**config.mk**
```make
export PLATFORM = sky130hd
export DESIGN_NAME = itbl_cfg
export DESIGN_NICKNAME = d
export VERILOG_FILES = /design/src/sv/itbl_pkg.sv /design/src/sv/itbl_cfg.sv
export SDC_FILE = /design/constraint.sdc
export NUM_CORES = 1
export LEC_CHECK = 0
export BUFFER_PORTS_ARGS = -buffer_cell sky130_fd_sc_hd__buf_2
export CAP_MARGIN = 20
export CORE_MARGIN = 4
export CORE_UTILIZATION = 40
export DETAILED_ROUTE_END_ITERATION = 8
export GPL_TIMING_DRIVEN = 0
export PLACE_DENSITY = 0.75
export SYNTH_ARGS = -nofsm -noshare
export SYNTH_HDL_FRONTEND = slang
export SYNTH_SLANG_ARGS = --single-unit
```
**constraint.sdc**
```tcl
create_clock -name clk -period 0.8 [get_ports clk]
set_input_delay 0.08 -clock clk [delete_from_list [all_inputs] [get_ports clk]]
set_output_delay 0.08 -clock clk [all_outputs]
set_load 0.02 [all_outputs]
```
**src/sv/itbl_pkg.sv**
```systemverilog
// ----------------------------------------------------------------------------
// itbl_pkg
// Shared types and constants of the innovation table: sizes, op and status
// codes, the stored record and the memory request bundle.
// ----------------------------------------------------------------------------
package itbl_pkg;

	localparam int TABLE_DEPTH = 64;
	localparam int ID_BITS     = 24;
	localparam int IDX_W       = $clog2(TABLE_DEPTH);
	localparam int CNT_W       = $clog2(TABLE_DEPTH + 1);
	localparam int PADDR_W     = 3;
	localparam int PDATA_W     = 32;

	localparam logic [ID_BITS-1:0] ID_MAX = {ID_BITS{1'b1}};

	localparam logic [3:0] OP_FIRST      = 4'd0;
	localparam logic [3:0] OP_LAST       = 4'd1;
	localparam logic [3:0] OP_ALL_IDX    = 4'd2;
	localparam logic [3:0] OP_FIRST_NRN  = 4'd3;
	localparam logic [3:0] OP_LAST_NRN   = 4'd4;
	localparam logic [3:0] OP_ADD_LINK   = 4'd5;
	localparam logic [3:0] OP_ADD_NEURON = 4'd6;
	localparam logic [3:0] OP_INIT       = 4'd7;
	localparam logic [3:0] OP_FLUSH      = 4'd8;

	localparam logic [1:0] ST_OK   = 2'd0;
	localparam logic [1:0] ST_FULL = 2'd1;
	localparam logic [1:0] ST_SAT  = 2'd2;

	localparam logic REG_START_INNOV  = 1'b0;
	localparam logic REG_START_NEURON = 1'b1;

	typedef struct packed {
		logic [ID_BITS-1:0] from_id;
		logic [ID_BITS-1:0] to_id;
		logic               is_neuron;
		logic [ID_BITS-1:0] innovation;
		logic [ID_BITS-1:0] neuron;
		logic [2:0]         neuron_kind;
	} rec_t;

	typedef struct packed {
		logic             we;
		logic [IDX_W-1:0] waddr;
		logic             re;
		logic [IDX_W-1:0] raddr;
	} mem_req_t;

	typedef struct packed {
		logic [ID_BITS-1:0] start_innovation;
		logic [ID_BITS-1:0] start_neuron;
	} cfg_regs_t;

endpackage

```
**src/sv/itbl_cfg.sv**
```systemverilog
// ----------------------------------------------------------------------------
// itbl_cfg
// APB register file holding the start values loaded by init.
// ----------------------------------------------------------------------------
module itbl_cfg (
	input  logic                           clk,
	input  logic                           arst_n,
	input  logic                           psel,
	input  logic                           penable,
	input  logic                           pwrite,
	input  logic [itbl_pkg::PADDR_W-1:0]   paddr,
	input  logic [itbl_pkg::PDATA_W-1:0]   pwdata,
	output logic [itbl_pkg::PDATA_W-1:0]   prdata,
	output logic                           pready,
	output itbl_pkg::cfg_regs_t            regs
);
	import itbl_pkg::*;

	logic [ID_BITS-1:0] start_innov_q;
	logic [ID_BITS-1:0] start_neuron_q;
	logic               wr_en;

	assign pready = 1'b1;
	assign wr_en  = psel & penable & pwrite & pready;

	always_ff @(posedge clk or negedge arst_n) begin
		if (!arst_n) begin
			start_innov_q  <= ID_BITS'(1);
			start_neuron_q <= ID_BITS'(1);
		end else if (wr_en) begin
			unique case (paddr[2])
				REG_START_INNOV:  start_innov_q  <= pwdata[ID_BITS-1:0];
				REG_START_NEURON: start_neuron_q <= pwdata[ID_BITS-1:0];
				default: ;
			endcase
		end
	end

	always_comb begin
		unique case (paddr[2])
			REG_START_INNOV:  prdata = PDATA_W'(start_innov_q);
			REG_START_NEURON: prdata = PDATA_W'(start_neuron_q);
			default:          prdata = '0;
		endcase
	end

	assign regs.start_innovation = start_innov_q;
	assign regs.start_neuron     = start_neuron_q;

endmodule

```
* Word-level counts from Yosys, hierarchy flattened *
Cells that the tools add are included.

cells by class
  mux-type cells = 1
  bitwise gates (word level) = 3
  reduce and logical (&&, ||, !) cells = 2

operators with widths
  kind                              number
  case mux 32 bit (2 select lines)  1
  AND reduction 2 bit               2
  AND 1 bit                         2
  inverter 1 bit                    1

word-level totals
  bits in registers = 48
  input bits = 40
  output and inout port bits = 81
  logic and storage cells = 8

* Longest topological paths before layout *
Gate-level depths: netlist of the first run.

  word-level depth = 3
  mapped depth = 4
  mapped depth without buffers = 2

* Least setup slack after synthesis of the first run *
Ideal clock, no wire load.

  kind = in2reg
  start point = in paddr[2] (netlist bit)
  end point = reg start_innov_q[10]
  setup time = 0.125 ns
  data arrival time = 0.875 ns
  required time = 0.675 ns
  setup slack = -0.200 ns
  stages on the path = 4
  cells stage by stage = buf_6 nand4b_4 buf_6 mux2_4

between the ends
  cells in the longest elaborated chain, start to end = 2

RTL lines
  element                               line            RTL
  start, declared                       itbl_cfg.sv:11  input logic [itbl_pkg::PADDR_W-1:0] paddr,
  inverter 1 bit                        --
  AND reduction 2 bit (no source line)  --
  end signal, assigned                  itbl_cfg.sv:32  REG_START_INNOV: start_innov_q <= pwdata[ID_BITS-1:0];
  end, declared                         itbl_cfg.sv:19  logic [ID_BITS-1:0] start_innov_q;

No other way between the ends.
A chain may end at the register's enable or synchronous reset.

* Worst setup path after layout of the first run *
  start point = reg start_innov_q[23]
  end point = out prdata[23] (netlist bit)

between the ends
  cells in the longest elaborated chain, start to end = 1

RTL lines
  element                           line            RTL
  case mux 32 bit (2 select lines)  itbl_cfg.sv:40  unique case (paddr[2])
  end, declared                     itbl_cfg.sv:13  output logic [itbl_pkg::PDATA_W-1:0] prdata,

No other way between the ends. The select of a mux whose other input is x is not followed.

==> results.md, run 1 <==
- Run status: finished, violations left
- Failing checks: setup timing
- Layout Nets: approximately 350
- Htree depth: 2
- Fillers: 330
- Synth warnings: 0
- Setup violators final: ~120
- Area of the core: between 0.005 and 0.006 mm²
- Hpwl dp: between 3000 and 4000 µm
- Port Buffers: 100
- Die span in y: 83.4 µm
- Routability Congestion: approximately 0.77
- Slowest stage cell, crit path: dfrtp_1
- Tmin final: ~1.2 ns
- Initial core utilization: between 40% and 50%
- Diode count: 0
- VDD IR max: between 1.5 and 2 mV
- Total Neg Setup Slack: -25.47 ns
- Clk buf depth: 2
- Register area share after synthesis: between 50% and 60%
- Post-route ant nets: 0
- # IOs: roughly 120
- Netlist Area Pre-Place: 0.00228 mm²
- Row Count: 27
- Clk sink count: 48
- CTS tree: built
- Flip-flop and latch area: between 0.001 and 0.0015 mm²
- Power Total: about 0.011 W
- GRT Residual Overflow: 0
- Netlist cell types: 11
- Multi-input gate area: around 0.0011 mm²
- Synth Instances: 140
- Proportion of layout cells with a drive suffix above 1: between 80% and 90%
- Fin cells: roughly 380
- Maximum fanout along the worst path: 3
- First-pass GRT wire length: ~11000 µm
- Worst endpoint required time: 0.72 ns
- CTS root buffer: clkbuf_8
- Fin. Hold Viols: 0
- Dpl cells: 319
- Worst-path clk slew: 0.09 ns
- CP Capture Type: output pin
- Vias in the first global route: 2024
- Crit path launch type: flip-flop
- Mapped Avg Cell Area: approximately 16 µm²
- DR vias: approximately 1800
- Peak Freq: approximately 820 MHz
- Max incr delay on CP: approximately 0.43 ns
- Vias per std cell: 4.75
- Num CTS Buffers: 5
- Initial antenna violation count: 0
- Cell leakage power: 2.25 nW
- RSZ-0062 raised after global routing: true
- Detailed Route WL: ~7400 µm
- Max_cap viols: 0
- Worst hold-check path type: input port to flip-flop
- Overall routing resource usage: about a fifth
- Layout Utilization: 77.2%
- Post-route clock period utilization: 153%
- Die Area: between 0.006 and 0.007 mm²
- Area Growth Syn to Fin: 86.7%
- Critical path arrival: 1.14 ns
- Worst hold margin: approximately 0.025 ns
- Drt drc: 0
- CP Cell Sequence: mux2_4, buf_6
- DR iter-0 viols: between 50 and 60
- Clock insertion delay at the later pin of the skew report: just under 0.3 ns
- Flip-flop and latch count after synthesis: 48
- Crit path kind: flip-flop to output pin
- Fin. max-slew vios: 0
- First-pass DRT Iterations: 4
- Setup ws final: -0.423 ns
- Largest net degree at the start of global routing: 49
- Worst Skew: 0 ns
- Pwr/cell area: between 2000 and 3000 mW/mm²
- WL per Instance: between 15 and 20 µm
- Die W: roughly 83 µm
==> what timing repair did <==
| action | in CTS | in global routing |
|---|---|---|
| resized for setup | 176 | 61 |
| endpoints found under the setup margin | 73 | 114 |
| setup buffers | 40 | 41 |
| endpoints found under the hold margin | 28 | 46 |
==> cells in the mapped netlist <==
master | instances | area, µm²
buf_6 | 5 | 56.3
nand4_4 | 1 | 21.3
buf_2 | 2 | 10.0
mux2_2 | 51 | 574
mux2_1 | 1 | 11.3
mux2_4 | 20 | 300
nand4b_4 | 1 | 23.8
buf_4 | 9 | 67.6
conb_1 | 2 | 7.51
dfrtp_1 | 46 | 1150
dfstp_2 | 2 | 52.6
==> flip-flops by register name, indices dropped and copies added (netlist names) <==
register / cells
start_neuron_q: 24
start_innov_q: 24
==> through the flow <==
stage,setup slack [ns],instance area (µm²)
final,-0.423,4250
after global routing,-0.468,4250
after CTS,-0.407,3980
after detailed placement,-0.313,3000
after global placement,-0.305,3000
after floorplan,-0.197,2410
==> report_power, final <==
| group | total (W) | internal [W] | switching, W | leakage, nW |
|---|---|---|---|---|
| Sequential | 0.00346 | 0.00299 | 0.000466 | 0.565 |
| Clock | 0.00152 | 0.000701 | 0.000818 | 0.0434 |
| Combinational | 0.00625 | 0.00377 | 0.00248 | 1.64 |
| Total | 0.0112 | 0.00747 | 0.00376 | 2.25 |
==> worst max-delay path: cells and delay by family, from the launching register on <==
kind	cells	cell delay, ns
flip-flops	1	0.43
multiplexers	1	0.29
buffers and inverters	1	0.13
==> cell families after synthesis <==
| family | share of synthesized area [%] |
|---|---|
| other | 0.330 |
| buffers and inverters | 5.88 |
| flip-flops | 52.9 |
| AND/OR/NAND/NOR | 1.98 |
| multiplexers | 38.9 |
==> cell usage in the layout (no fill, tap or decap) <==
cell,count
buf_12,1
buf_2,30
buf_4,15
buf_6,123
buf_8,3
clkbuf_8,6
clkinvlp_4,2
conb_1,9
dfrtp_1,39
dfrtp_2,7
dfstp_2,2
dlygate4sd3_1,1
mux2_2,9
mux2_4,63
nand4_4,1
nand4b_4,1
==> per-layer routing <==
layer	vias up	wire, µm	global-route usage [%]	share of wire [%]
met5	-	0	0	0
met4	0	68	3.51	0.92
met3	6	358	4.96	4.9
met2	75	4130	35.3	56
met1	928	2800	21.6	38
li1	814	-	-	-
==> worst paths after layout <==
path | end | slack, ns | from | cells after the start
max | prdata[23] | -0.42 | start_innov_q[23] | 2
min | start_neuron_q[9] | 0.02 | pwdata[9] | 2
max reg2reg | start_innov_q[5] | -0.21 | start_innov_q[5] | 3
min reg2reg | start_innov_q[19] | 0.57 | start_innov_q[19] | 1
max in group asynchronous | start_innov_q[0] | 0.09 | arst_n | 3
min in group asynchronous | start_innov_q[5] | 0.18 | arst_n | 2
==> area by class of cell <==
type                            count  share of cell area [%]
Timing Repair Buffer              157                    37.1
Buffer                             16                    3.42
Tap cell                           72                    2.12
Multi-Input combinational cell     83                    26.5
Clock inverter                      2                   0.353
Sequential cell                    48                    28.5
Clock buffer                        6                    1.94
(Power assumes the default switching activity.)
==> run 2: changes to the inputs <==
--- a/config.mk
+++ b/config.mk
@@ -8,10 +8,12 @@
 export BUFFER_PORTS_ARGS = -buffer_cell sky130_fd_sc_hd__buf_2
 export CAP_MARGIN = 20
 export CORE_MARGIN = 4
-export CORE_UTILIZATION = 40
+export CORE_UTILIZATION = 42
+export CTS_BUF_LIST = sky130_fd_sc_hd__clkbuf_2
 export DETAILED_ROUTE_END_ITERATION = 8
 export GPL_TIMING_DRIVEN = 0
-export PLACE_DENSITY = 0.75
+export PLACE_DENSITY = 0.79
+export SKIP_LAST_GASP = 1
 export SYNTH_ARGS = -nofsm -noshare
 export SYNTH_HDL_FRONTEND = slang
 export SYNTH_SLANG_ARGS = --single-unit
==> run 2 against run 1 <==
Compared with the run above: the flow still finishes with violations (setup timing); via count rose by 14%; cell count up 7.8%; worst setup slack worse by 0.28 ns; non-clock buffer count grew 32; global-route usage increased by 6.5 points; die area shrank 4.3%; largest cell class unchanged.
==> results.md, run 2 (synthesized netlist as in run 1, its figures left out) <==
- Critical path arrival: 1.43 ns (was 1.14 ns)
- Slowest stage cell, crit path: dfrtp_1 (unchanged)
- Run status: finished, violations left (unchanged)
- Total Neg Setup Slack: -45.65 ns (was -25.47 ns)
- Initial core utilization: 44.0% (was 41.3%)
- Sw power: 0.00417 W (was 0.00376 W)
- Worst hold-check path type: input port to flip-flop (unchanged)
- Post-place instance area: 0.00300 mm² (about the same)
- Worst-path clk slew: 0.31 ns (was 0.09 ns)
- GR Util met1: 26.6% (was 21.6%)
- Switch share: 37.0% (was 33.5%)
- Int Pwr: 0.00711 W (was 0.00747 W)
- Setup ws final: -0.705 ns (was -0.423 ns)
- Worst Skew: 0 ns (unchanged)
- Detailed Route WL: 9610 µm (was 7350 µm)
- Htree depth: 2 (unchanged)
- Clk buf depth: 2 (unchanged)
- Bufs and invs on worst path: 1 (unchanged)
- Area Growth Syn to Fin: 96.8% (was 86.7%)
- Pwr/cell area: 2520 mW/mm² (was 2640 mW/mm²)
- Cell leakage power: 2.35 nW (was 2.25 nW)
- Post-route ant nets: 0 (unchanged)
- Vias per std cell: 5.04 (was 4.75)
- # IOs: 121 (unchanged)
- Routability Congestion: 0.699 (was 0.771)
- Most common cell after layout, fill and taps aside: buf_6 (unchanged)
- Setup violators final: 115 (was 116)
- CP delay by family, top: flip-flops (unchanged)
- Most frequent cells in the layout: buf_6 (123), mux2_4 (61), dfrtp_1 (39) (was buf_6 (123), mux2_4 (63), dfrtp_1 (39))
- Initial antenna violation count: 0 (unchanged)
- Crit path kind: flip-flop to output pin (unchanged)
- Clock insertion delay at the later pin of the skew report: 0.44 ns (was 0.29 ns)
- CTS tree: built (unchanged)
- Failing checks: setup timing (unchanged)
- Vias in the first global route: 2205 (was 2024)
- Fin. max-slew vios: 0 (unchanged)
- Max incr delay on CP: 0.50 ns (was 0.43 ns)
- Crit path launch type: flip-flop (unchanged)
- Met3 GRT Util: 5.48% (was 4.96%)
- Clk sink count: 48 (unchanged)
- Post-route cell area: 0.00448 mm² (was 0.00425 mm²)
- CP Capture Type: output pin (unchanged)
- Die W: 81.6 µm (was 83.4 µm)
- Worst hold margin: 0.0521 ns (was 0.0250 ns)
- CTS root buffer: clkbuf_2 (was clkbuf_8)
- DR vias: 2085 (was 1823)
- Row Count: 26 (was 27)
- Regs by FF count: start_innov_q: 24 flops, start_neuron_q: 24 flops (unchanged)
- Gr busiest metal: met2 (unchanged)
- Hpwl dp: 3930 µm (was 3870 µm)
- Largest net degree at the start of global routing: 49 (unchanged)
- GRT Residual Overflow: 0 (unchanged)
- Max_cap viols: 0 (unchanged)
- Tmin final: 1.51 ns (was 1.22 ns)
- RSZ-0062 raised after global routing: true (unchanged)
- Post-route clock period utilization: 188% (was 153%)
- Proportion of layout cells with a drive suffix above 1: 78.2% (was 84.3%)
- Comb pwr share: 59.1% (was 55.7%)
- Dpl ws: -0.302 ns (was -0.313 ns)
- Worst endpoint required time: 0.72 ns (about the same)
- Die Area: 0.00666 mm² (was 0.00696 mm²)
- Met2 Resource Use GR: 48.1% (was 35.3%)
- Drt drc: 0 (unchanged)
- Area of the core: 0.00517 mm² (was 0.00551 mm²)
- First-pass DRT Iterations: 4 (unchanged)
- Fin. Hold Viols: 0 (unchanged)
- Overall routing resource usage: 25.3% (was 18.8%)
- VDD IR max: 1.81 mV (was 1.54 mV)
- Die span in y: 81.6 µm (was 83.4 µm)
- Peak Freq: 664 MHz (was 817 MHz)
- WL per Instance: 23.2 µm (was 19.1 µm)
- Register share of total power: 31.0% (was 30.8%)
- Maximum fanout along the worst path: 2 (was 3)
- Clock share of power: 9.9% (was 13.5%)
- Layout Nets: 383 (was 351)
- Port Buffers: 100 (unchanged)
- CP Cell Sequence: mux2_4, buf_6 (unchanged)
- DR iter-0 viols: 133 (was 52)
- First-pass GRT wire length: 12300 µm (was 10600 µm)
- Diode count: 0 (unchanged)
- Num CTS Buffers: 5 (unchanged)
## run 2: cell count changes in the layout (fill, tap and decap cells not counted)
cell	before	now
clkbuf_8	6	0
clkinv_1	0	1
buf_4	15	18
dlygate4sd3_1	1	26
buf_2	30	34
mux2_2	9	11
mux2_4	63	61
clkbuf_2	0	5
## run 2: what timing repair did
item | CTS | global route
setup buffers | 41 | 47
setup endpoints to repair | 78 | 118
endpoints found under the hold margin | 94 | 48
gates resized for setup | 175 | 59
hold buffers | 24 | 2
## run 2: final cells by class
| class | instances | area [µm²] |
|---|---|---|
| multi-input cells | 83 | 1120 |
| clock inverters | 3 | 18.8 |
| repair buffers | 189 | 1870 |
| flip-flops and latches | 48 | 1210 |
| plain buffers | 16 | 145 |
| clock buffers | 5 | 25.0 |
| well taps | 70 | 87.6 |
| fillers | 208 | 694 |
## run 2: worst register-to-register path, stage by stage (launching register included)
cell     delay [ns]
dfrtp_1        0.46
buf_4          0.14
buf_6          0.11
buf_4          0.12
mux2_4         0.25
## run 2: metal layers
layer	wire, µm	share of wire, %
met1	3560	37
met5	0	0
met2	4950	52
met3	622	6.5
met4	479	5.0
## run 2: worst paths after layout
kind	from	end	slack, ns	cells after the start
worst max-delay path	start_neuron_q[7]	prdata[7]	-0.71	2
worst min-delay path	penable	start_neuron_q[2]	0.05	3
worst max register to register	start_neuron_q[5]	start_neuron_q[5]	-0.33	4
worst min register to register	start_innov_q[17]	start_innov_q[17]	0.56	1
max in group asynchronous	arst_n	start_neuron_q[23]	0.03	3
min in group asynchronous	arst_n	start_neuron_q[16]	0.10	3
## run 2: power groups by stage
stage	registers [W]	logic, W	clock network [W]
6_report	0.00350	0.00667	0.00112
5_1_grt	0.00353	0.00688	0.00121
4_1_cts	0.00338	0.00569	0.00102
3_5_place_dp	0.00346	0.00339	0
3_3_place_gp	0.00343	0.00334	0
2_1_floorplan	0.00406	0.00161	0
## run 2: through the flow
stage | instances | util (%) | total power, W
global placement | 317 | 57.9 | 0.00677
finish | 414 | 86.6 | 0.0113
CTS | 390 | 80.5 | 0.0101
detailed placement | 317 | 57.9 | 0.00685
floorplan | 147 | - | 0.00567
global route | 414 | 86.6 | 0.0116
