### config.mk
export PLATFORM = sky130hd
export DESIGN_NAME = itbl_ctrl
export DESIGN_NICKNAME = d
export VERILOG_FILES = /design/src/sv/itbl_pkg.sv /design/src/sv/itbl_ctrl.sv
export SDC_FILE = /design/constraint.sdc
export NUM_CORES = 1
export LEC_CHECK = 0
export BUFFER_PORTS_ARGS = -buffer_cell sky130_fd_sc_hd__buf_2
export CAP_MARGIN = 20
export CORE_ASPECT_RATIO = 0.7
export CORE_UTILIZATION = 50
export DETAILED_ROUTE_END_ITERATION = 12
export HOLD_SLACK_MARGIN = 0.08
export PLACE_DENSITY = 0.8
export SLEW_MARGIN = 20
export SYNTH_ARGS = -nofsm -noshare
export SYNTH_HDL_FRONTEND = slang
export SYNTH_SLANG_ARGS = --single-unit
export TNS_END_PERCENT = 20
### constraint.sdc
create_clock -name clk -period 5.7 [get_ports clk]
set_input_delay 0 -clock clk [delete_from_list [all_inputs] [get_ports clk]]
set_output_delay 0 -clock clk [all_outputs]
set_load 0.02 [all_outputs]
### src/sv/itbl_pkg.sv
// ----------------------------------------------------------------------------
// itbl_pkg
// Shared types and constants of the innovation table: sizes, op and status
// codes, the stored record and the memory request bundle.
// ----------------------------------------------------------------------------
package itbl_pkg;

	localparam int TABLE_DEPTH = 64;
	localparam int ID_BITS     = 24;
	localparam int IDX_W       = $clog2(TABLE_DEPTH);
	localparam int CNT_W       = $clog2(TABLE_DEPTH + 1);
	localparam int PADDR_W     = 3;
	localparam int PDATA_W     = 32;

	localparam logic [ID_BITS-1:0] ID_MAX = {ID_BITS{1'b1}};

	localparam logic [3:0] OP_FIRST      = 4'd0;
	localparam logic [3:0] OP_LAST       = 4'd1;
	localparam logic [3:0] OP_ALL_IDX    = 4'd2;
	localparam logic [3:0] OP_FIRST_NRN  = 4'd3;
	localparam logic [3:0] OP_LAST_NRN   = 4'd4;
	localparam logic [3:0] OP_ADD_LINK   = 4'd5;
	localparam logic [3:0] OP_ADD_NEURON = 4'd6;
	localparam logic [3:0] OP_INIT       = 4'd7;
	localparam logic [3:0] OP_FLUSH      = 4'd8;

	localparam logic [1:0] ST_OK   = 2'd0;
	localparam logic [1:0] ST_FULL = 2'd1;
	localparam logic [1:0] ST_SAT  = 2'd2;

	localparam logic REG_START_INNOV  = 1'b0;
	localparam logic REG_START_NEURON = 1'b1;

	typedef struct packed {
		logic [ID_BITS-1:0] from_id;
		logic [ID_BITS-1:0] to_id;
		logic               is_neuron;
		logic [ID_BITS-1:0] innovation;
		logic [ID_BITS-1:0] neuron;
		logic [2:0]         neuron_kind;
	} rec_t;

	typedef struct packed {
		logic             we;
		logic [IDX_W-1:0] waddr;
		logic             re;
		logic [IDX_W-1:0] raddr;
	} mem_req_t;

	typedef struct packed {
		logic [ID_BITS-1:0] start_innovation;
		logic [ID_BITS-1:0] start_neuron;
	} cfg_regs_t;

endpackage

### src/sv/itbl_ctrl.sv
// ----------------------------------------------------------------------------
// itbl_ctrl
// Sequencer: scans the record store one entry per cycle for lookups,
// appends records for adds, and keeps the record count and both counters.
// ----------------------------------------------------------------------------
module itbl_ctrl (
	input  logic                        clk,
	input  logic                        arst_n,
	input  logic                        start,
	output logic                        busy,
	input  logic [3:0]                  op,
	input  logic [itbl_pkg::ID_BITS-1:0] from_id,
	input  logic [itbl_pkg::ID_BITS-1:0] to_id,
	input  logic                        kind,
	input  logic [2:0]                  neuron_kind,
	output logic                        valid,
	output logic                        found,
	output logic [itbl_pkg::ID_BITS-1:0] value,
	output logic [1:0]                  status,
	output logic                        last,
	input  itbl_pkg::cfg_regs_t          regs,
	output itbl_pkg::mem_req_t           mem_req,
	output itbl_pkg::rec_t               mem_wdata,
	input  itbl_pkg::rec_t               mem_rdata
);
	import itbl_pkg::*;

	typedef enum logic [2:0] {S_IDLE, S_SCAN, S_DRAIN, S_FINISH, S_EXEC} state_t;

	state_t             state_q;
	logic [3:0]         op_q;
	logic [ID_BITS-1:0] from_q;
	logic [ID_BITS-1:0] to_q;
	logic               want_q;
	logic [2:0]         nk_q;
	logic [IDX_W-1:0]   addr_q;
	logic               rv_s1;
	logic [IDX_W-1:0]   idx_s1;
	logic               hit_q;
	logic [ID_BITS-1:0] val_q;
	logic               pend_q;
	logic [IDX_W-1:0]   pend_idx_q;
	logic [CNT_W-1:0]   rec_count_q;
	logic [ID_BITS-1:0] next_inn_q;
	logic [ID_BITS-1:0] next_neu_q;
	logic               valid_q;
	logic               found_q;
	logic [ID_BITS-1:0] value_q;
	logic [1:0]         status_q;
	logic               last_q;

	logic               accept;
	logic               is_lookup;
	logic               is_first;
	logic               is_innov;
	logic               match;
	logic [ID_BITS-1:0] rd_val;
	logic [CNT_W-1:0]   cnt_m1;
	logic               full;
	logic               sat;
	logic               add_ok;

	assign accept    = start & (state_q == S_IDLE);
	assign busy      = (state_q != S_IDLE);
	assign is_lookup = (op == OP_FIRST) || (op == OP_LAST) || (op == OP_ALL_IDX)
		|| (op == OP_FIRST_NRN) || (op == OP_LAST_NRN);
	assign is_first  = (op_q == OP_FIRST) || (op_q == OP_FIRST_NRN);
	assign is_innov  = (op_q == OP_FIRST) || (op_q == OP_LAST);
	assign cnt_m1    = rec_count_q - CNT_W'(1);

	assign match  = rv_s1 && (mem_rdata.from_id == from_q) && (mem_rdata.to_id == to_q)
		&& (mem_rdata.is_neuron == want_q);
	assign rd_val = is_innov ? mem_rdata.innovation : mem_rdata.neuron;

	assign full   = (rec_count_q == CNT_W'(TABLE_DEPTH));
	assign sat    = (next_inn_q == ID_MAX) || ((op_q == OP_ADD_NEURON) && (next_neu_q == ID_MAX));
	assign add_ok = (state_q == S_EXEC) && ((op_q == OP_ADD_LINK) || (op_q == OP_ADD_NEURON))
		&& !full && !sat;

	always_comb begin
		mem_req.re    = (state_q == S_SCAN);
		mem_req.raddr = addr_q;
		mem_req.we    = add_ok;
		mem_req.waddr = rec_count_q[IDX_W-1:0];
		mem_wdata.from_id     = from_q;
		mem_wdata.to_id       = to_q;
		mem_wdata.is_neuron   = (op_q == OP_ADD_NEURON);
		mem_wdata.innovation  = next_inn_q;
		mem_wdata.neuron      = (op_q == OP_ADD_NEURON) ? next_neu_q : '0;
		mem_wdata.neuron_kind = (op_q == OP_ADD_NEURON) ? nk_q : 3'd0;
	end

	always_ff @(posedge clk or negedge arst_n) begin
		if (!arst_n) begin
			state_q     <= S_IDLE;
			rv_s1       <= 1'b0;
			hit_q       <= 1'b0;
			pend_q      <= 1'b0;
			rec_count_q <= '0;
			next_inn_q  <= ID_BITS'(1);
			next_neu_q  <= ID_BITS'(1);
			valid_q     <= 1'b0;
			addr_q      <= '0;
		end else begin
			valid_q <= 1'b0;
			rv_s1   <= (state_q == S_SCAN);
			idx_s1  <= addr_q;

			// lookup result tracking, one stored entry per cycle
			if (match) begin
				hit_q <= 1'b1;
				if (!(is_first && hit_q)) begin
					val_q <= rd_val;
				end
				pend_q     <= 1'b1;
				pend_idx_q <= idx_s1;
				if (op_q == OP_ALL_IDX && pend_q) begin
					valid_q  <= 1'b1;
					found_q  <= 1'b1;
					value_q  <= ID_BITS'(pend_idx_q);
					status_q <= ST_OK;
					last_q   <= 1'b0;
				end
			end

			unique case (state_q)
				S_IDLE: begin
					if (accept) begin
						op_q   <= op;
						from_q <= from_id;
						to_q   <= to_id;
						want_q <= (op == OP_FIRST_NRN || op == OP_LAST_NRN) ? 1'b1 : kind;
						nk_q   <= neuron_kind;
						addr_q <= '0;
						hit_q  <= 1'b0;
						pend_q <= 1'b0;
						val_q  <= '0;
						if (!is_lookup) begin
							state_q <= S_EXEC;
						end else if (rec_count_q == '0) begin
							state_q <= S_FINISH;
						end else begin
							state_q <= S_SCAN;
						end
					end
				end
				S_SCAN: begin
					addr_q <= addr_q + IDX_W'(1);
					if ({1'b0, addr_q} == cnt_m1) begin
						state_q <= S_DRAIN;
					end
				end
				S_DRAIN: begin
					state_q <= S_FINISH;
				end
				S_FINISH: begin
					valid_q  <= 1'b1;
					status_q <= ST_OK;
					last_q   <= 1'b1;
					if (op_q == OP_ALL_IDX) begin
						found_q <= pend_q;
						value_q <= pend_q ? ID_BITS'(pend_idx_q) : '0;
					end else begin
						found_q <= hit_q;
						value_q <= val_q;
					end
					state_q <= S_IDLE;
				end
				S_EXEC: begin
					valid_q  <= 1'b1;
					last_q   <= 1'b1;
					found_q  <= 1'b0;
					value_q  <= '0;
					status_q <= ST_OK;
					unique case (op_q)
						OP_ADD_LINK, OP_ADD_NEURON: begin
							if (full) begin
								status_q <= ST_FULL;
							end else if (sat) begin
								status_q <= ST_SAT;
							end else begin
								found_q     <= 1'b1;
								rec_count_q <= rec_count_q + CNT_W'(1);
								next_inn_q  <= next_inn_q + ID_BITS'(1);
								if (op_q == OP_ADD_NEURON) begin
									value_q    <= next_neu_q;
									next_neu_q <= next_neu_q + ID_BITS'(1);
								end else begin
									value_q <= next_inn_q;
								end
							end
						end
						OP_INIT: begin
							rec_count_q <= '0;
							next_inn_q  <= regs.start_innovation;
							next_neu_q  <= regs.start_neuron;
						end
						OP_FLUSH: begin
							rec_count_q <= '0;
						end
						default: ;
					endcase
					state_q <= S_IDLE;
				end
				default: state_q <= S_IDLE;
			endcase
		end
	end

	assign valid  = valid_q;
	assign found  = found_q;
	assign value  = value_q;
	assign status = status_q;
	assign last   = last_q;

endmodule

* Word-level counts from Yosys, hierarchy flattened
Cells that the tools add are included.
** Word-level totals
- Output and inout bits :: 144
- Word-level logic and storage cells :: 152
- Register bits after elaboration :: 188
- Bits of input ports :: 207
** Operators by class
- Muxes and demuxes :: 57
- Add/sub/neg operators :: 5
- Reductions and logical operators :: 41
- Bitwise gates (word level) :: 1
- Equal/unequal tests :: 27
** Operator list (count)
- 24-bit 2-to-1 mux :: 18
- 24-bit case mux with 2 select lines :: 3
- 24-bit by 1-bit adder with 24-bit output (second input constant) :: 2
- 24-bit == test :: 2
- 24-bit == test (second input constant) :: 2
- 1-bit 2-to-1 mux :: 17
- 4-bit by 2-bit == test with 1-bit output (second input constant) :: 4
- 4-bit by 3-bit == test with 1-bit output (second input constant) :: 4
- 7-bit 2-to-1 mux :: 2
- 7-bit case mux with 2 select lines :: 1
- 2-bit 2-to-1 mux :: 6
- 3-bit 2-to-1 mux :: 4
- 6-bit 2-to-1 mux :: 2
- 6-bit case mux with 2 select lines :: 1
- 1-bit logical AND :: 9
- 1-bit logical OR :: 9
- 3-bit case mux with 3 select lines :: 1
- 3-bit nonzero test :: 3
- 4-bit by 1-bit == test with 1-bit output (second input constant) :: 2
- 4-bit zero test :: 2
- 2-bit != test (second input constant) :: 4
- 4-bit AND reduction :: 2
- 7-bit by 1-bit adder with 7-bit output (second input constant) :: 1
- 6-bit by 7-bit == test with 1-bit output :: 1
- other kinds (20) :: 29

* Depth between registers and ports, before layout
Gate-level depths: netlist (run 1).
- Depth in word-level cells :: 8
- Gate-level depth with buffers :: 9
- Mapped depth without buffers :: 9

* Worst setup path after synthesis (run 1)
Ideal clock, no wire load.
- Kind :: reg-to-reg
- From :: register state_q[2]
- To :: register from_q[0], enable pin
- Arrival :: 3577 ps
- Clock period less this slack :: 4047 ps
- Data required time :: 5230 ps
- Cell stages (with the launch flop) :: 7
- Buffers on the path :: 3
- Setup time :: 470 ps
- Setup slack :: 1653 ps
- Cells stage by stage :: dfrtp_1 > clkbuf_1 > nor3_1 > nand2_1 > clkbuf_1 > clkbuf_1 > nor2_1
** On the way
- Longest elaborated chain between the ends :: 3
** RTL lines
- from (decl) :: line itbl_ctrl.sv:30 : state_t state_q;
- from (signal assigned) :: line itbl_ctrl.sv:95 : state_q <= S_IDLE;
- from (signal assigned) :: line itbl_ctrl.sv:139 : state_q <= S_EXEC;
- from (signal assigned) :: line itbl_ctrl.sv:141 : state_q <= S_FINISH;
- 3-bit zero test (*) :: line itbl_ctrl.sv:63, itbl_ctrl.sv:126
- 1-bit bitwise AND :: line itbl_ctrl.sv:63 : assign accept = start & (state_q == S_IDLE);
- 3-bit AND reduction (no source line) (*)
- to (signal assigned) :: line itbl_ctrl.sv:130 : from_q <= from_id;
- to (decl) :: line itbl_ctrl.sv:32 : logic [ID_BITS-1:0] from_q;
Mark *: on every way between the ends. The rest lies on a longest branch, timed or not.
A chain may end at the register's enable or synchronous reset.

==> flow_summary.json, run 1 <==
{
  "synth_top_area_cell": "edfxtp_1",
  "track_usage_pct": 34.2,
  "syn2layout_area_growth_pct": 40.3,
  "grt_pass1_vias": 9772,
  "dp.cells": 1566,
  "cts_tree": "done",
  "path_cells": "nand4bb_1, buf_4, nor4_1, a22oi_2, nand2_1, inv_1, buf_2",
  "dieArea_um2": 20700,
  "rsz0062_at_grt": "no",
  "synth_cells": 999,
  "layout.cells.non_filler": 1751,
  "cts_made_buffers": 17,
  "setup-tns-final_ps": 0,
  "antenna_found_initial": 1,
  "maxCapViolCount": 0,
  "ir_worst_vdd_v": 0.000264,
  "drt_iter0_drc": 1254,
  "initial_utilization_pct": 52.1,
  "total_leakage_power_nw": 6.07,
  "total_power_mw": 4.79,
  "layout_common_cells": "buf_2 (346), dlygate4sd3_1 (152), nand2_1 (145), edfxtp_1 (120), a21oi_1 (89)",
  "r2r-end": "next_inn_q[2]$_DFFE_PN0P_",
  "power_density_nw_per_um2": 340,
  "cp_slowest_stage_delay_ps": 710,
  "drtPass1Iterations": 7,
  "gp_congestion": 0.945,
  "cts.clk_slew.worst_paths_ps": 80,
  "synth_ff_type": "edfxtp_1",
  "final_max_slew_viol_count": 0,
  "tightest_slew_ps": 1090,
  "run_status": "completed",
  "grt_max_degree": 76,
  "route.detailed.drc": 0,
  "ys_warn_count": 0,
  "cts_buffer_depth": 2,
  "synth.top_cell.area_share_pct": 35.9,
  "dr_wl_met3_um": 3380,
  "postSynthNetCount": 1211,
  "routed_wl_um": 35400,
  "hold_slack_ps": 90.2,
  "layout-drive-gt1-share_pct": 29.8,
  "die_width_um": 171,
  "final_area_um2": 14100,
  "yosysUniqueCellTypes": 68,
  "overflow": 0,
  "dpl.hpwl_um": 23600,
  "start_kind": "register",
  "setup_violations": 0,
  "clock-sinks": 188,
  "htree_levels": 4,
  "dr_total_vias": 10300,
  "fin_crit_ps": 3740,
  "cp-startpoint": "op_q[0]$_DFFE_PP_",
  "core_um2": 19300,
  "routedWlPerCell_um": 20.2,
  "arrival_ps": 3740,
  "placed_area_um2": 12000,
  "skew_ps": 17.6,
  "io_pins": 351,
  "fp.dieH_um": 121,
  "ys_top_cells_by_area": "edfxtp_1 (36%), dfrtp_1 (16%), nand2_1 (5.5%)",
  "async_flop_share_pct": 36.2,
  "antenna_left": 0,
  "slew_headroom_pct": 27.4,
  "reg2reg_depth": 8,
  "synth_seq_cells": 188,
  "critPathKind": "reg -> out",
  "grt_pass1_wl_um": 52800,
  "io_buffer_count": 347,
  "critPathCapture": "mem_req[13]",
  "n_fill_cell": 1310,
  "fin_crit_sh_pct": 65.6,
  "vias_per_cell": 5.86,
  "rows": 42,
  "synth_edf_count": 120,
  "min_path_type": "in -> reg",
  "hold_violations": 0,
  "nets": 1685,
  "cts_root_buf": "clkbuf_16",
  "postSynthAreaPerCell_um2": 10.1,
  "timing.rr.start": "op_q[0]$_DFFE_PP_",
  "cp_max_fo": 29,
  "ys_seq_area_share_pct": 52.8,
  "fmax_ghz": 0.268,
  "routed.top_layer": "met4",
  "rrSetupSlack_ps": 2170,
  "cp.required_ps": 5700,
  "crit_path_end_kind": "output port",
  "clock_latency_ps": 460,
  "wl_met2_um": 17200,
  "met1_length_um": 13600,
  "cp_slowest_cell": "nand2_1",
  "synth_area_um2": 10000,
  "layout.cells.most_common": "buf_2"
}
## report_power, final
part / switching (mW) / internal, mW
clock: 0.583 / 0.665
combinational: 0.964 / 0.603
sequential: 0.244 / 1.74
total: 1.79 / 3.00
## worst min-delay path by stage
stage / start / endpoint / slack, ps / cells past startpoint
2_1_floorplan: arst_n / addr_q[0]$_DFFE_PN0P_ / -300 / 0
3_3_place_gp: arst_n / next_neu_q[13]$_DFFE_PN0P_ / 90 / 1
3_5_place_dp: arst_n / next_neu_q[13]$_DFFE_PN0P_ / 90 / 1
4_1_cts: mem_rdata[41] / val_q[14]$_DFFE_PP_ / 80 / 4
5_1_grt: mem_rdata[41] / val_q[14]$_DFFE_PP_ / 110 / 4
6_report: mem_rdata[67] / valid$_DFF_PN0_ / 90 / 5
## routing by layer
layer	up-vias	GRT usage (%)
li1	4639	-
met1	4874	43.8
met2	661	55.9
met3	95	7.66
met4	0	14.2
met5	-	0
## layout make-up
| class | instances | area [um2] | area share [%] |
|---|---|---|---|
| diodes | 1 | 2.50 | 0.0177 |
| clock buffers | 18 | 429 | 3.04 |
| clock inverters | 14 | 174 | 1.23 |
| inverters | 30 | 113 | 0.799 |
| multi-input cells | 725 | 4400 | 31.2 |
| flip-flops and latches | 188 | 5310 | 37.6 |
| well taps | 264 | 330 | 2.34 |
| repair buffers | 511 | 3350 | 23.8 |
## per-stage QoR
| stage | util (%) | setup WS [ps] |
|---|---|---|
| global route | 73.1 | 1860 |
| global placement | 62.1 | 2310 |
| CTS | 73.1 | 2110 |
| finish | 73.1 | 1960 |
| detailed placement | 62.1 | 2250 |
| floorplan | - | 1650 |
## sequential cells by signal, indices dropped and copies added, names as in the netlist
register	flops
from_q	24
next_inn_q	24
next_neu_q	24
to_q	24
val_q	24
value	24
rec_count_q	7
addr_q	6
idx_s1	6
pend_idx_q	6
op_q	4
nk_q	3
state_q	3
status	2
found	1
hit_q	1
last	1
pend_q	1
rv_s1	1
valid	1
want_q	1
## cell usage after synthesis (16+ instances only)
cell type  number
inv_1          30
mux2i_1        25
and2_1         26
dfrtp_1        66
nor3_1         16
nor4_1         16
mux2_2         25
a21oi_1        89
edfxtp_1      120
nand2b_1       21
nor2_1         49
nand4_1        35
nand3_1        33
o21ai_0        64
o22ai_1        21
xnor2_1        35
nand2_1       146
clkbuf_1       36
## cells by family (layout without fill, tap and decap cells)
family | Yosys count | in the layout | synth area share [%]
AOI/OAI and AO/OA | 247 | 247 | 14.7
xor gates and xnor gates | 39 | 39 | 3.40
adders and majority gates | 5 | 5 | 0.623
buffers and inverters | 86 | 573 | 3.81
DFF | 188 | 188 | 52.8
muxes | 50 | 50 | 5.29
other | 0 | 1 | 0
and+or+nand+nor | 384 | 384 | 19.4
## what timing repair did
action | 4_1_cts | 5_1_grt
gates resized for setup | 0 | 0
endpoints found under the hold margin | 168 | 0
hold buffers | 152 | 0
setup buffers | 0 | 0
## critical path, delay by kind of cell (launching register included)
family / cells / cell delay [ps]
and+or+nand+nor: 3 / 1510
AOI/OAI and AO/OA: 1 / 300
buffers and inverters: 3 / 870
DFF: 1 / 570
Power figures use the tool's default switching activity.
==> inputs of run 2 (changes only) <==
ABC_AREA = 1   (was unset)
CORE_UTILIZATION = 47   (was 50)
PLACE_DENSITY = 0.77   (was 0.8)
clock period = 3.23 ns   (was 5.7 ns; I/O delays follow)
==> run 2 against run 1 <==
Against the previous run: hold slack gained 10 ps; critical path type unchanged; total power up 110%; final cell count grew 31%; sequential share of layout area fell by 3.3 points; sequential power up 97%; combinational power grew to 2.5 times the previous value.
==> flow_summary.json, run 2 <==
{
  "run_status": "completed",
  "grt_max_degree": 61,
  "fmax_ghz": 0.331,
  "drt_iter0_drc": 1210,
  "post_cts_resized": 0,
  "reg2reg_depth": 13,
  "vias_per_cell": 5.23,
  "drtPass1Iterations": 6,
  "layout-drive-gt1-share_pct": 22.7,
  "routed_wl_um": 40900,
  "critPathKind": "reg -> out",
  "setup-tns-final_ps": 0,
  "swShare_pct": 42.4,
  "cts_buffer_depth": 2,
  "yosysUniqueCellTypes": 41,
  "p_sw_mw": 4.34,
  "start_kind": "register",
  "synth_top_area_cell": "edfxtp_1",
  "rows": 46,
  "whs_path_depth": 4,
  "power.share.combinational_pct": 38.7,
  "gp_congestion": 0.985,
  "antenna_found_initial": 1,
  "cts.clk_slew.worst_paths_ps": 80,
  "antenna_left": 0,
  "ys_seq_area_share_pct": 47.3,
  "cp-startpoint": "next_neu_q[0]$_DFFE_PN1P_",
  "postSynthAreaPerCell_um2": 7.56,
  "initial_utilization_pct": 48.7,
  "final_max_slew_viol_count": 0,
  "synth_area_um2": 11200,
  "fin_crit_ps": 3020,
  "cp_slowest_cell": "dfstp_2",
  "cp_max_fo": 16,
  "htree_levels": 4,
  "synth_seq_cells": 188,
  "timing.rr.start": "next_neu_q[0]$_DFFE_PN1P_",
  "post-place-ws_ps": 450,
  "worst_slack_ps": 207,
  "path_cells": "ha_1, nand2_1, inv_1, nand2_2, nor2_2, nand2_1, nor2_1, nand2_1, nand3_1, inv_1, buf_4, buf_2",
  "cp.required_ps": 3230,
  "ir_worst_vdd_v": 0.000522,
  "syn2layout_area_growth_pct": 37.6,
  "ys_top_cells_by_area": "edfxtp_1 (32%), nand2_1 (16%), dfrtp_1 (15%)",
  "arrival_ps": 3020,
  "p_clk_share_pct": 23.2,
  "cts_made_buffers": 17,
  "clock_latency_ps": 450,
  "track_usage_pct": 33.0,
  "clock-sinks": 188,
  "cts_root_buf": "clkbuf_16",
  "grt_pass1_vias": 11100,
  "num_antenna_cells": 0,
  "fp.dieH_um": 131,
  "cp_slowest_stage_delay_ps": 570,
  "p_int_mw": 5.90,
  "cts_tree": "done",
  "seq_area_um2": 5310,
  "setup_violations": 0,
  "total_leakage_power_nw": 7.91,
  "dpl.hpwl_um": 29300,
  "crit_family": "simple AND/OR/NAND/NOR gates",
  "routedWlPerCell_um": 17.8,
  "r2r-end": "value[16]$_DFFE_PP_",
  "async_flop_share_pct": 36.2,
  "n_fill_cell": 1915,
  "path_buf_inv": 4,
  "hold_end": "val_q[4]$_DFFE_PP_",
  "synth_edf_count": 120,
  "fin_crit_sh_pct": 93.6,
  "io_buffer_count": 347,
  "maxCapViolCount": 0,
  "dieArea_um2": 24500,
  "postSynthNetCount": 1697,
  "synth.most_common_cell": "nand2_1",
  "tightest_slew_ps": 986,
  "synth.top_cell.area_share_pct": 32.1,
  "synth_common_cells": "nand2_1 (479), nor2_1 (213), inv_1 (202)",
  "io_pins": 351,
  "layout.cells.most_common": "nand2_1",
  "die_width_um": 187,
  "hp-start": "mem_rdata[7]",
  "multiInputGateArea_um2": 4910,
  "seqPwrFrac_pct": 38.1,
  "min_path_type": "in -> reg",
  "rrSetupSlack_ps": 370,
  "core_um2": 23000,
  "route.detailed.drc": 0,
  "path_common_cell": "nand2_1",
  "nets": 2187,
  "hold_violations": 0,
  "synth_cells": 1485,
  "dr_total_vias": 12000,
  "skew_ps": 16.0,
  "slew_headroom_pct": 33.8,
  "ys_warn_count": 0,
  "rsz0062_at_grt": "no",
  "crit_path_end_kind": "output port",
  "grt_pass1_wl_um": 62000,
  "layout_common_cells": "nand2_1 (479), buf_2 (346), nor2_1 (212), inv_1 (202), dlygate4sd3_1 (153)",
  "power_density_nw_per_um2": 663,
  "overflow": 0,
  "synth_ff_type": "edfxtp_1"
}
run 2: power groups by stage:
| stage | combinational, mW | sequential, mW | clock [mW] |
|---|---|---|---|
| 2_1_floorplan | 2.22 | 4.03 | 0 |
| 3_3_place_gp | 3.63 | 3.90 | 0 |
| 3_5_place_dp | 3.69 | 3.91 | 0 |
| 4_1_cts | 3.88 | 3.86 | 2.39 |
| 5_1_grt | 4.35 | 3.97 | 2.48 |
| 6_report | 3.96 | 3.90 | 2.38 |
run 2: how the worst max path moves through the flow:
stage	depth (start not counted)	endpoint
final	12	mem_req[13]
after global routing	12	mem_req[13]
after CTS	12	mem_req[13]
after detailed placement	13	value[16]$_DFFE_PP_
after global placement	13	value[16]$_DFFE_PP_
after floorplan	6	from_q[0]$_DFFE_PP_
run 2: timing repair:
item | 4_1_cts | 5_1_grt
hold endpoints to repair | 210 | 0
hold buffers | 153 | 0
setup buffers | 0 | 0
run 2: worst reg2reg max path, delay by kind of cell, from the launching register on:
kind | cells | cell delay, ps
compound gates | 2 | 180
buf+inv | 3 | 680
fa+ha+maj | 1 | 220
simple gates | 7 | 940
flops | 1 | 570
run 2: cells by family (layout without fill, tap and decap cells):
group | after synthesis | count (layout) | share of synthesized area (%)
AOI/OAI and AO/OA | 140 | 140 | 6.58
buffers and inverters | 252 | 755 | 9.18
muxes | 32 | 32 | 3.13
xor gates and xnor gates | 34 | 34 | 2.65
DFF | 188 | 188 | 47.3
and+or+nand+nor | 834 | 834 | 30.6
adders and majority gates | 5 | 5 | 0.557
run 2: layer usage:
layer	share of wire, %	GRT usage (%)
met5	0.037	0
met4	2.4	9.47
met3	10	7.05
met2	44	49.7
met1	43	47.6
run 2: metrics by stage:
step | instance area [um2] | cells | total power, mW | util (%) | hold slack, ps
5_1_grt | 15400 | 2300 | 10.8 | 67.1 | 126
6_report | 15400 | 2300 | 10.2 | 67.1 | 100
3_5_place_dp | 13300 | 2115 | 7.59 | 57.6 | -39.0
4_1_cts | 15400 | 2300 | 10.1 | 67.1 | 91.8
2_1_floorplan | 11200 | 1485 | 6.24 | - | -296
3_3_place_gp | 13300 | 2115 | 7.52 | 57.6 | -41.8
run 2: area by class of cell:
cell class,count,area share [%]
flip-flops and latches,188,34.4
multi-input cells,1045,31.8
repair buffers,518,22.1
inverters,205,4.98
clock buffers,17,2.75
well taps,312,2.53
clock inverters,15,1.49
